===== src/rtl/core/rlws_pkg.sv =====
// Shared types and constants for the remote link watchdog and smoother.
// Holds the channel word structs, configuration register indexes and widths.
// No dependencies.
`timescale 1ns / 1ps

package rlws_pkg;

   localparam int FRAC_W   = 8;              // extra fraction bits in filter state
   localparam int CMD_W    = 16;             // command and trim width
   localparam int FILT_W   = CMD_W + FRAC_W; // filter state width
   localparam int GAIN_W   = 9;              // filter gain, Q0.8 with one headroom bit
   localparam int GAIN_SH  = 8;              // gain fraction bits
   localparam int TIME_W   = 32;
   localparam int CSR_IW   = 3;
   localparam int CSR_DW   = 16;

   localparam logic [GAIN_W-1:0] GAIN_MAX = GAIN_W'(256);

   localparam logic [CSR_IW-1:0] CSR_FILTER_GAIN       = 3'd0;
   localparam logic [CSR_IW-1:0] CSR_STABILIZE_TIMEOUT = 3'd1;
   localparam logic [CSR_IW-1:0] CSR_SHUTDOWN_TIMEOUT  = 3'd2;
   localparam logic [CSR_IW-1:0] CSR_THRUST_FLOOR      = 3'd3;
   localparam logic [CSR_IW-1:0] CSR_THRUST_CEIL       = 3'd4;

   localparam logic ACT_PACKET = 1'b0;
   localparam logic ACT_UPDATE = 1'b1;

   typedef struct packed {
      logic                    action;
      logic [TIME_W-1:0]       time_now;
      logic [CMD_W-1:0]        target_thrust;
      logic signed [CMD_W-1:0] target_pitch;
      logic signed [CMD_W-1:0] target_roll;
      logic signed [CMD_W-1:0] target_yaw;
      logic signed [CMD_W-1:0] trim_pitch_in;
      logic signed [CMD_W-1:0] trim_roll_in;
      logic                    in_flight;
   } req_payload_type;

   typedef struct packed {
      logic [CMD_W-1:0]        out_thrust;
      logic signed [CMD_W-1:0] out_pitch;
      logic signed [CMD_W-1:0] out_roll;
      logic signed [CMD_W-1:0] out_yaw;
      logic signed [CMD_W-1:0] trim_pitch_out;
      logic signed [CMD_W-1:0] trim_roll_out;
      logic                    link_locked;
      logic                    land_request;
   } rsp_payload_type;

   typedef struct packed {
      logic [GAIN_W-1:0] filter_gain;
      logic [CMD_W-1:0]  stabilize_timeout;
      logic [CMD_W-1:0]  shutdown_timeout;
      logic [CMD_W-1:0]  thrust_floor;
      logic [CMD_W-1:0]  thrust_ceil;
   } cfg_type;

endpackage


===== src/rtl/core/rlws_csr.sv =====
// Configuration register bank for the link watchdog smoother.
// Depends on rlws_pkg for register indexes and the cfg_type struct.
`timescale 1ns / 1ps

module rlws_csr (
   input  logic                          clock,
   input  logic                          reset,
   input  logic                          csr_valid,
   output logic                          csr_ready,
   input  logic [rlws_pkg::CSR_IW-1:0]   csr_index,
   input  logic [rlws_pkg::CSR_DW-1:0]   csr_wdata,
   output rlws_pkg::cfg_type             cfg
);

   rlws_pkg::cfg_type cfg_ff, cfg_in;

   assign csr_ready = 1'b1;
   assign cfg       = cfg_ff;

   always_comb begin
      cfg_in = cfg_ff;
      if (csr_valid) begin
         unique case (csr_index)
            rlws_pkg::CSR_FILTER_GAIN:
               cfg_in.filter_gain = csr_wdata[rlws_pkg::GAIN_W-1:0];
            rlws_pkg::CSR_STABILIZE_TIMEOUT: cfg_in.stabilize_timeout = csr_wdata;
            rlws_pkg::CSR_SHUTDOWN_TIMEOUT:  cfg_in.shutdown_timeout  = csr_wdata;
            rlws_pkg::CSR_THRUST_FLOOR:      cfg_in.thrust_floor      = csr_wdata;
            rlws_pkg::CSR_THRUST_CEIL:       cfg_in.thrust_ceil       = csr_wdata;
            default: ;  // drop writes past the last register
         endcase
      end
   end

   always_ff @(posedge clock) begin
      if (reset) begin
         cfg_ff.filter_gain       <= rlws_pkg::GAIN_W'(51);
         cfg_ff.stabilize_timeout <= rlws_pkg::CMD_W'(500);
         cfg_ff.shutdown_timeout  <= rlws_pkg::CMD_W'(1000);
         cfg_ff.thrust_floor      <= rlws_pkg::CMD_W'(5000);
         cfg_ff.thrust_ceil       <= rlws_pkg::CMD_W'(60000);
      end else begin
         cfg_ff <= cfg_in;
      end
   end

endmodule


===== src/rtl/core/rlws_lowpass.sv =====
// One first-order low-pass step: f + floor((target << FRAC_W - f) * gain / 256).
// Depends on rlws_pkg for widths. Purely combinational.
`timescale 1ns / 1ps

module rlws_lowpass (
   input  logic signed [rlws_pkg::FILT_W:0]   f_cur,
   input  logic signed [rlws_pkg::CMD_W:0]    target,
   input  logic [rlws_pkg::GAIN_W-1:0]        gain,
   output logic signed [rlws_pkg::FILT_W:0]   f_next
);

   localparam int DIFF_W = rlws_pkg::FILT_W + 2;
   localparam int PROD_W = DIFF_W + rlws_pkg::GAIN_W + 1;

   logic signed [DIFF_W-1:0]              diff;
   logic signed [rlws_pkg::GAIN_W:0]      gain_s;
   logic signed [PROD_W-1:0]              prod;
   logic signed [PROD_W-1:0]              step;
   logic signed [PROD_W-1:0]              sum;

   always_comb begin
      diff   = {target[rlws_pkg::CMD_W], target, {rlws_pkg::FRAC_W{1'b0}}}
               - {f_cur[rlws_pkg::FILT_W], f_cur};
      gain_s = {1'b0, gain};
      prod   = diff * gain_s;
      // arithmetic shift floors toward minus infinity
      step   = prod >>> rlws_pkg::GAIN_SH;
      sum    = step + PROD_W'(f_cur);
      f_next = sum[rlws_pkg::FILT_W:0];
   end

endmodule


===== src/rtl/core/remote_link_watchdog_smoother.sv =====
// Top level of the remote link watchdog and command smoother.
// Depends on rlws_pkg, rlws_csr and rlws_lowpass.
//
// Usage:
//   req_* carries one word per item. A packet word (action = packet) stores the
//   commanded thrust, angles and trims and stamps time_now; it gives no result.
//   An update word (action = update) checks the time since the last packet
//   against the two timeouts, steps the four low-pass filters and returns one
//   rsp_* word with the shaped commands, trims, lock flag and land request.
//   csr_* writes the five configuration registers; it is always ready. The user
//   must write it only while the block is idle; the block does not enforce this.
//   An accepted word lands in the input register; an update word's result is then
//   registered in the output register once that register is free, and rsp_valid
//   rises with it. One word is taken per cycle while the output register is not
//   stalled; the filter step between the two registers is combinational.
//   When rsp_ready is low, the output register holds its word; packet words
//   still drain, and an update word waits in the input register, so req_ready
//   drops only once both registers are full.
//   Synchronous reset empties both registers, clears all filter state, trims,
//   packet time and lock flag, and loads the register defaults.
`timescale 1ns / 1ps

module remote_link_watchdog_smoother (
   input  logic                          clock,
   input  logic                          reset,
   input  logic                          req_valid,
   output logic                          req_ready,
   input  rlws_pkg::req_payload_type     req_data,
   output logic                          rsp_valid,
   input  logic                          rsp_ready,
   output rlws_pkg::rsp_payload_type     rsp_data,
   input  logic                          csr_valid,
   output logic                          csr_ready,
   input  logic [rlws_pkg::CSR_IW-1:0]   csr_index,
   input  logic [rlws_pkg::CSR_DW-1:0]   csr_wdata
);

   localparam int FW = rlws_pkg::FILT_W;
   localparam int CW = rlws_pkg::CMD_W;
   localparam int FR = rlws_pkg::FRAC_W;

   rlws_pkg::cfg_type cfg;

   // input register
   logic                      s1_valid_ff, s1_valid_in;
   rlws_pkg::req_payload_type s1_data_ff;
   logic                      s1_fire, pkt_fire, upd_fire;

   // output register
   logic                      rsp_valid_ff, rsp_valid_in;
   rlws_pkg::rsp_payload_type rsp_data_ff, rsp_data_in;

   // block state
   logic [rlws_pkg::TIME_W-1:0] last_time_ff;
   logic                        locked_ff, locked_in;
   logic [CW-1:0]               hold_thrust_ff;
   logic signed [CW-1:0]        hold_ang_ff [3];
   logic signed [CW-1:0]        hold_trim_ff [2];
   logic [FW-1:0]               thr_filt_ff, thr_filt_in;
   logic signed [FW-1:0]        ang_filt_ff [3];
   logic signed [FW-1:0]        ang_filt_in [3];
   logic signed [CW-1:0]        trim_ff [2];
   logic signed [CW-1:0]        trim_in [2];

   // datapath
   logic [rlws_pkg::TIME_W-1:0] elapsed;
   logic                        land;
   logic [rlws_pkg::GAIN_W-1:0] gain_eff;
   logic [FW-1:0]               thr_base;
   logic signed [FW-1:0]        ang_base [3];
   logic signed [FW:0]          thr_lp;
   logic signed [FW:0]          ang_lp [3];
   logic [FW-1:0]               thr_lo, thr_hi;

   rlws_csr u_csr (
      .clock     (clock),
      .reset     (reset),
      .csr_valid (csr_valid),
      .csr_ready (csr_ready),
      .csr_index (csr_index),
      .csr_wdata (csr_wdata),
      .cfg       (cfg)
   );

   assign gain_eff = (cfg.filter_gain > rlws_pkg::GAIN_MAX) ? rlws_pkg::GAIN_MAX
                                                            : cfg.filter_gain;

   rlws_lowpass u_lp_thrust (
      .f_cur  ({1'b0, thr_base}),
      .target ({1'b0, hold_thrust_ff}),
      .gain   (gain_eff),
      .f_next (thr_lp)
   );

   for (genvar a = 0; a < 3; a++) begin : g_ang
      rlws_lowpass u_lp_ang (
         .f_cur  ({ang_base[a][FW-1], ang_base[a]}),
         .target ({hold_ang_ff[a][CW-1], hold_ang_ff[a]}),
         .gain   (gain_eff),
         .f_next (ang_lp[a])
      );
   end

   // handshake: packet words always drain, update words need a free output slot
   assign s1_fire   = s1_valid_ff &&
                      (s1_data_ff.action == rlws_pkg::ACT_PACKET || !rsp_valid_ff || rsp_ready);
   assign pkt_fire  = s1_fire && (s1_data_ff.action == rlws_pkg::ACT_PACKET);
   assign upd_fire  = s1_fire && (s1_data_ff.action == rlws_pkg::ACT_UPDATE);
   assign req_ready = !s1_valid_ff || s1_fire;
   assign rsp_valid = rsp_valid_ff;
   assign rsp_data  = rsp_data_ff;

   always_comb begin
      s1_valid_in  = (req_valid && req_ready) || (s1_valid_ff && !s1_fire);
      rsp_valid_in = upd_fire || (rsp_valid_ff && !rsp_ready);
   end

   always_comb begin
      elapsed   = s1_data_ff.time_now - last_time_ff;
      land      = 1'b0;
      locked_in = locked_ff;
      thr_base  = thr_filt_ff;
      for (int i = 0; i < 3; i++) ang_base[i] = ang_filt_ff[i];

      priority if (elapsed < {16'b0, cfg.stabilize_timeout}) begin
         locked_in = 1'b0;
      end else if (elapsed < {16'b0, cfg.shutdown_timeout}) begin
         for (int i = 0; i < 3; i++) ang_base[i] = '0;
      end else begin
         locked_in = 1'b1;
         for (int i = 0; i < 3; i++) ang_base[i] = '0;
         thr_base  = '0;
         land      = s1_data_ff.in_flight;
      end

      thr_lo = {cfg.thrust_floor, {FR{1'b0}}};
      thr_hi = {cfg.thrust_ceil, {FR{1'b0}}};

      if (!locked_in) begin
         // dead zone first, then clamp
         priority if (thr_lp[FW-1:0] < thr_lo) begin
            thr_filt_in = '0;
         end else if (thr_lp[FW-1:0] >= thr_hi) begin
            thr_filt_in = thr_hi;
         end else begin
            thr_filt_in = thr_lp[FW-1:0];
         end
         for (int i = 0; i < 3; i++) ang_filt_in[i] = ang_lp[i][FW-1:0];
         for (int i = 0; i < 2; i++) trim_in[i] = hold_trim_ff[i];
      end else begin
         thr_filt_in = thr_base;
         for (int i = 0; i < 3; i++) ang_filt_in[i] = ang_base[i];
         for (int i = 0; i < 2; i++) trim_in[i] = trim_ff[i];
      end

      rsp_data_in.out_thrust     = thr_filt_in[FW-1:FR];
      rsp_data_in.out_pitch      = ang_filt_in[0][FW-1:FR];
      rsp_data_in.out_roll       = ang_filt_in[1][FW-1:FR];
      rsp_data_in.out_yaw        = ang_filt_in[2][FW-1:FR];
      rsp_data_in.trim_pitch_out = trim_in[0];
      rsp_data_in.trim_roll_out  = trim_in[1];
      rsp_data_in.link_locked    = locked_in;
      rsp_data_in.land_request   = land;
   end

   always_ff @(posedge clock) begin
      if (reset) begin
         s1_valid_ff    <= 1'b0;
         rsp_valid_ff   <= 1'b0;
         last_time_ff   <= '0;
         locked_ff      <= 1'b0;
         hold_thrust_ff <= '0;
         thr_filt_ff    <= '0;
         for (int i = 0; i < 3; i++) begin
            hold_ang_ff[i] <= '0;
            ang_filt_ff[i] <= '0;
         end
         for (int i = 0; i < 2; i++) begin
            hold_trim_ff[i] <= '0;
            trim_ff[i]      <= '0;
         end
      end else begin
         s1_valid_ff  <= s1_valid_in;
         rsp_valid_ff <= rsp_valid_in;
         if (pkt_fire) begin
            last_time_ff    <= s1_data_ff.time_now;
            hold_thrust_ff  <= s1_data_ff.target_thrust;
            hold_ang_ff[0]  <= s1_data_ff.target_pitch;
            hold_ang_ff[1]  <= s1_data_ff.target_roll;
            hold_ang_ff[2]  <= s1_data_ff.target_yaw;
            hold_trim_ff[0] <= s1_data_ff.trim_pitch_in;
            hold_trim_ff[1] <= s1_data_ff.trim_roll_in;
         end
         if (upd_fire) begin
            locked_ff   <= locked_in;
            thr_filt_ff <= thr_filt_in;
            for (int i = 0; i < 3; i++) ang_filt_ff[i] <= ang_filt_in[i];
            for (int i = 0; i < 2; i++) trim_ff[i] <= trim_in[i];
         end
      end
   end

   // payload registers, no reset
   always_ff @(posedge clock) begin
      if (req_valid && req_ready) begin
         s1_data_ff <= req_data;
      end
      if (upd_fire) begin
         rsp_data_ff <= rsp_data_in;
      end
   end

endmodule

===== config.mk =====
export PLATFORM = sky130hd
export DESIGN_NAME = remote_link_watchdog_smoother
export DESIGN_NICKNAME = d
export VERILOG_FILES = /design/src/rtl/core/rlws_pkg.sv /design/src/rtl/core/rlws_csr.sv /design/src/rtl/core/rlws_lowpass.sv /design/src/rtl/core/remote_link_watchdog_smoother.sv
export SDC_FILE = /design/constraint.sdc
export NUM_CORES = 2
export LEC_CHECK = 0
export BUFFER_PORTS_ARGS = -buffer_cell sky130_fd_sc_hd__buf_2
export CELL_PAD_IN_SITES_DETAIL_PLACEMENT = 0
export CELL_PAD_IN_SITES_GLOBAL_PLACEMENT = 1
export CORE_MARGIN = 5
export CORE_UTILIZATION = 40
export DETAILED_ROUTE_END_ITERATION = 6
export GPL_TIMING_DRIVEN = 0
export PLACE_DENSITY = 0.72
export SLEW_MARGIN = 30
export SYNTH_ARGS = -nofsm -noshare
export SYNTH_HDL_FRONTEND = slang
export SYNTH_SLANG_ARGS = --single-unit

===== constraint.sdc =====
create_clock -name clock -period 14.3 [get_ports clock]
set_input_delay 2.145 -clock clock [delete_from_list [all_inputs] [get_ports clock]]
set_output_delay 2.145 -clock clock [all_outputs]
set_load 0.01 [all_outputs]

==> summary.txt <==
DETAILED ROUTING
----------------------------------------------------------------------------------------------------
Post-DR wirelength/cell ...............................................................      20.7 µm
Remaining DRCs ........................................................................            0
Post-route ant nets ...................................................................            0
Final WL ..............................................................................   183,000 µm
Iteration count of the initial detailed-routing pass ..................................            6
Mean number of vias per cell ..........................................................         5.21
Vias after detailed routing ...........................................................       46,075
Iteration-0 DRC Markers ...............................................................        2,953

LOGIC SYNTHESIS
----------------------------------------------------------------------------------------------------
Average instance area after synthesis .................................................     9.21 µm²
Total nets after synthesis ............................................................        7,752
Number of cells produced by synthesis .................................................        6,395
Yosys reg bits ........................................................................          560
Most instantiated flip-flop cell in the synthesis netlist ............................. sky130_fd_sc_hd__edfxtp_1
Number of enable-type register cells in the synthesized netlist .......................          412
Share of flip-flops with an asynchronous set or reset after synthesis .................            0
Count of yosys warnings during synthesis ..............................................            0
Post-synth design cell area ...........................................................   58,900 µm²
Count of cell types in the netlist ....................................................          100
Sequential area share after synthesis .................................................        0.260

GLOBAL ROUTING
----------------------------------------------------------------------------------------------------
Number of global-route vias before repair .............................................       47,451
Maximum number of pins on one net before global-route repair ..........................           57
Total grt overflow ....................................................................            0
First-pass GRT wire length ............................................................   281,000 µm
Initial antenna violation count .......................................................            7
GRT Resource Usage Total ..............................................................        0.233

CLOCK NETWORK
----------------------------------------------------------------------------------------------------
Cts bufs inserted .....................................................................           70
Clock tree from TritonCTS .............................................................          yes
Sinks on the clock net ................................................................          560
Hold Buf Count CTS ....................................................................            0
Clock-pin slew reported for the worst setup and hold paths after clock tree synthesis .      0.06 ns
Clock buffer depth ....................................................................            3
Deepest level of the CTS H-tree .......................................................            3
Clk Tree Root Cell .................................................................... sky130_fd_sc_hd__clkbuf_16
Source-to-sink clock delay at the later pin of the worst-skew pair ....................      0.69 ns

RUN STATUS
----------------------------------------------------------------------------------------------------
Status ................................................................................ finished, violations left
Failing checks ........................................................................ negative setup slack

TIMING
----------------------------------------------------------------------------------------------------
Unrepaired setup endpoints after global routing .......................................          yes
Clock Skews ...........................................................................    0.0466 ns
Final Slew Violations .................................................................            0
Number of failing hold endpoints at the final stage ...................................            0
Final setup slack of the worst path ...................................................    -0.784 ns
Highest clock rate ....................................................................     66.3 MHz
Slew at the pin closest to its max-slew limit .........................................      1.09 ns
Worst slew margin relative to its limit ...............................................        0.274
Final cycle utilization of the critical path ..........................................         1.05
Minimum clock period after layout .....................................................     15.08 ns
Setup violators final .................................................................           40

PLACEMENT
----------------------------------------------------------------------------------------------------
Pre-CTS WS ............................................................................     -3.52 ns
Placed Instances ......................................................................        8,585
Port-buffer cells .....................................................................          252
Post-DP Area ..........................................................................   63,300 µm²
Dpl hpwl ..............................................................................   145,000 µm
Final RePlAce weighted congestion .....................................................        0.904

FLOORPLANNING
----------------------------------------------------------------------------------------------------
Vertical die dimension ................................................................       394 µm
Die width .............................................................................       394 µm
Core Area .............................................................................  146,000 µm²
Area of the die .......................................................................  155,000 µm²
Starting density of the core ..........................................................        0.403
Total number of placement rows ........................................................          140
Number of top-level pins ..............................................................          255

LAYOUT
----------------------------------------------------------------------------------------------------
Most frequent standard cell in the layout excluding fill and tap cells ................ sky130_fd_sc_hd__inv_1
Net total in the final layout .........................................................        8,233
Commonest cells after routing, fill and taps aside .................................... sky130_fd_sc_hd__inv_1 (978), sky130_fd_sc_hd__nand2_1 (805), sky130_fd_sc_hd__fa_1 (691), sky130_fd_sc_hd__nor2_1 (676), sky130_fd_sc_hd__ha_1 (483)
Proportion of layout cells with a drive suffix above 1 ................................        0.136
Finished Cell Area ....................................................................   68,800 µm²
Count of filler cells inserted in the layout ..........................................       14,120
Fin cells .............................................................................        8,848
Multi-input gate area in the final layout .............................................   41,200 µm²
FF+latch area .........................................................................   15,300 µm²
Area Growth Syn to Fin ................................................................        16.8%

WORST SETUP PATH
----------------------------------------------------------------------------------------------------
Slowest cell delay on critical path ...................................................      0.55 ns
Critical path class ................................................................... flip-flop to flip-flop
Crit-path leading delay family ........................................................ compound AO/OA/AOI/OAI gates
Max Fanout on Critical Path ...........................................................            5
Startpoint types ......................................................................    flip-flop
Data arrival time of the critical path ................................................     15.63 ns
Cell seen most often among critical-path stages ....................................... sky130_fd_sc_hd__a21oi_2
Critical Path Sink Type ...............................................................    flip-flop
Required time at the worst-slack endpoint .............................................     14.84 ns
Buf+Inv Stages, Crit Path .............................................................            9
Master of the slowest instance on the critical path ................................... sky130_fd_sc_hd__or4b_4

POWER
----------------------------------------------------------------------------------------------------
Leakage power .........................................................................      32.5 nW
PwrDens ...............................................................................   199 nW/µm²
Largest vdd supply drop ...............................................................     0.300 mV

MIN PATH
----------------------------------------------------------------------------------------------------
Class of the tightest hold or removal check ........................................... flip-flop to flip-flop

JOB
----------------------------------------------------------------------------------------------------
Number of violations of the max-capacitance limit .....................................            0

repair_timing:
item                                    4_1_cts  5_1_grt
endpoints found under the setup margin      136       80
gates cloned                                  1        1
gates resized for setup                     312      152
pin swaps                                   126      124
buffers inserted                             93       49
registers in the layout, indices dropped and copies added (netlist names):
signal	count
ang_filt_ff	72
hold_ang_ff	48
hold_thrust_ff	16
hold_trim_ff	32
last_time_ff	32
locked_ff	1
rsp_data	98
rsp_valid	1
s1_data_ff	130
s1_valid_ff	1
thr_filt_ff	24
trim_ff	32
u_csr.cfg	73
cells in the mapped netlist, types with 6 or more instances:
master | instances | area, µm²
sky130_fd_sc_hd__buf_2 | 11 | 55.1
sky130_fd_sc_hd__o211ai_1 | 14 | 105
sky130_fd_sc_hd__nand2b_1 | 72 | 450
sky130_fd_sc_hd__nand4_1 | 26 | 163
sky130_fd_sc_hd__nor4_1 | 7 | 43.8
sky130_fd_sc_hd__xnor2_1 | 246 | 2150
sky130_fd_sc_hd__a21boi_0 | 9 | 67.6
sky130_fd_sc_hd__nor2b_1 | 60 | 375
sky130_fd_sc_hd__and2_1 | 253 | 1580
sky130_fd_sc_hd__o21a_1 | 38 | 285
sky130_fd_sc_hd__buf_1 | 7 | 26.3
sky130_fd_sc_hd__o21ai_1 | 10 | 50.1
sky130_fd_sc_hd__a211o_1 | 21 | 184
sky130_fd_sc_hd__a211oi_1 | 11 | 82.6
sky130_fd_sc_hd__a22o_1 | 18 | 158
sky130_fd_sc_hd__a21oi_1 | 296 | 1480
sky130_fd_sc_hd__o221ai_1 | 6 | 52.6
sky130_fd_sc_hd__xor2_1 | 108 | 946
sky130_fd_sc_hd__nor3_1 | 62 | 310
sky130_fd_sc_hd__clkbuf_1 | 190 | 713
sky130_fd_sc_hd__fa_1 | 693 | 13900
sky130_fd_sc_hd__nor2_1 | 686 | 2570
sky130_fd_sc_hd__dfxtp_1 | 148 | 2960
sky130_fd_sc_hd__o21ai_0 | 154 | 771
sky130_fd_sc_hd__nand3_1 | 61 | 305
sky130_fd_sc_hd__or3_1 | 12 | 75.1
sky130_fd_sc_hd__ha_1 | 510 | 6380
sky130_fd_sc_hd__nand3b_1 | 20 | 150
sky130_fd_sc_hd__a2111oi_0 | 6 | 52.6
sky130_fd_sc_hd__a22oi_1 | 7 | 52.6
sky130_fd_sc_hd__o41ai_1 | 6 | 52.6
sky130_fd_sc_hd__a21o_1 | 90 | 676
sky130_fd_sc_hd__nand2_1 | 830 | 3120
sky130_fd_sc_hd__a31oi_1 | 25 | 156
sky130_fd_sc_hd__o22ai_1 | 8 | 50.1
sky130_fd_sc_hd__o21bai_1 | 42 | 315
sky130_fd_sc_hd__and3_1 | 62 | 388
sky130_fd_sc_hd__or2_2 | 18 | 113
sky130_fd_sc_hd__inv_1 | 987 | 3700
sky130_fd_sc_hd__edfxtp_1 | 412 | 12400
sky130_fd_sc_hd__nor3b_1 | 9 | 67.6
sky130_fd_sc_hd__mux2i_1 | 12 | 120
sky130_fd_sc_hd__o31ai_1 | 18 | 135
per-layer routing:
| metal | wire length, µm | vias up | GRT usage |
|---|---|---|---|
| met2 | 88000 | 1298 | 0.398 |
| met3 | 10900 | 256 | 0.0345 |
| met4 | 6750 | 0 | 0.0765 |
| li1 | - | 21578 | - |
| met1 | 77700 | 22943 | 0.306 |
| met5 | 0 | - | 0 |
per-stage QoR:
stage	util	hold WS (ns)	total power, W	setup TNS, ns
final	0.471	0.454	0.0137	-27.09
after global routing	0.471	0.474	0.0148	-51.05
after CTS	0.464	0.455	0.0132	-22.55
after detailed placement	0.433	0.447	0.00996	-270.83
after global placement	0.430	0.439	0.00989	-375.48
after floorplan	-	0.418	0.00798	0
report_power, final:
part / total [W] / switching [W] / internal (W)
registers: 0.00185 / 0.0000332 / 0.00181
logic: 0.0100 / 0.00560 / 0.00443
clock network: 0.00180 / 0.000783 / 0.00102
total: 0.0137 / 0.00641 / 0.00726
kinds of logic (layout without fill, tap and decap cells):
group,count (synthesis),count (layout),synth area share
other cells,1,2,0.0000636
flops,560,560,0.260
buf+inv,1201,1736,0.0772
fa+ha+maj,1205,1205,0.344
xor+xnor,356,356,0.0534
mux,15,15,0.00261
simple gates,2200,2200,0.168
compound gates,857,857,0.0942
final timing paths:
kind | startpoint | end | slack, ns | cells past startpoint
max | s1_data_ff[98] | thr_filt_ff[22] | -0.78 | 74
min | u_csr.cfg[59] | u_csr.cfg[59] | 0.45 | 2
min reg2reg | u_csr.cfg[59] | u_csr.cfg[59] | 0.45 | 2
max reg2reg | s1_data_ff[98] | thr_filt_ff[22] | -0.78 | 74
worst min-delay path: stages, from the launching register on:
cell	delay (ns)
sky130_fd_sc_hd__dfxtp_1	0.31
sky130_fd_sc_hd__nand2_1	0.05
sky130_fd_sc_hd__a21oi_1	0.05
cell type report:
class                      instances  share of cell area
multi-input combinational       4634               0.599
inverter                         988              0.0540
clock inverter                    46             0.00767
timing repair buffer             415              0.0409
sequential                       560               0.223
buffer                           207              0.0152
antenna                            1           0.0000363
tap                             1917              0.0348
clock buffer                      80              0.0261
Power figures use the tool's default switching activity.
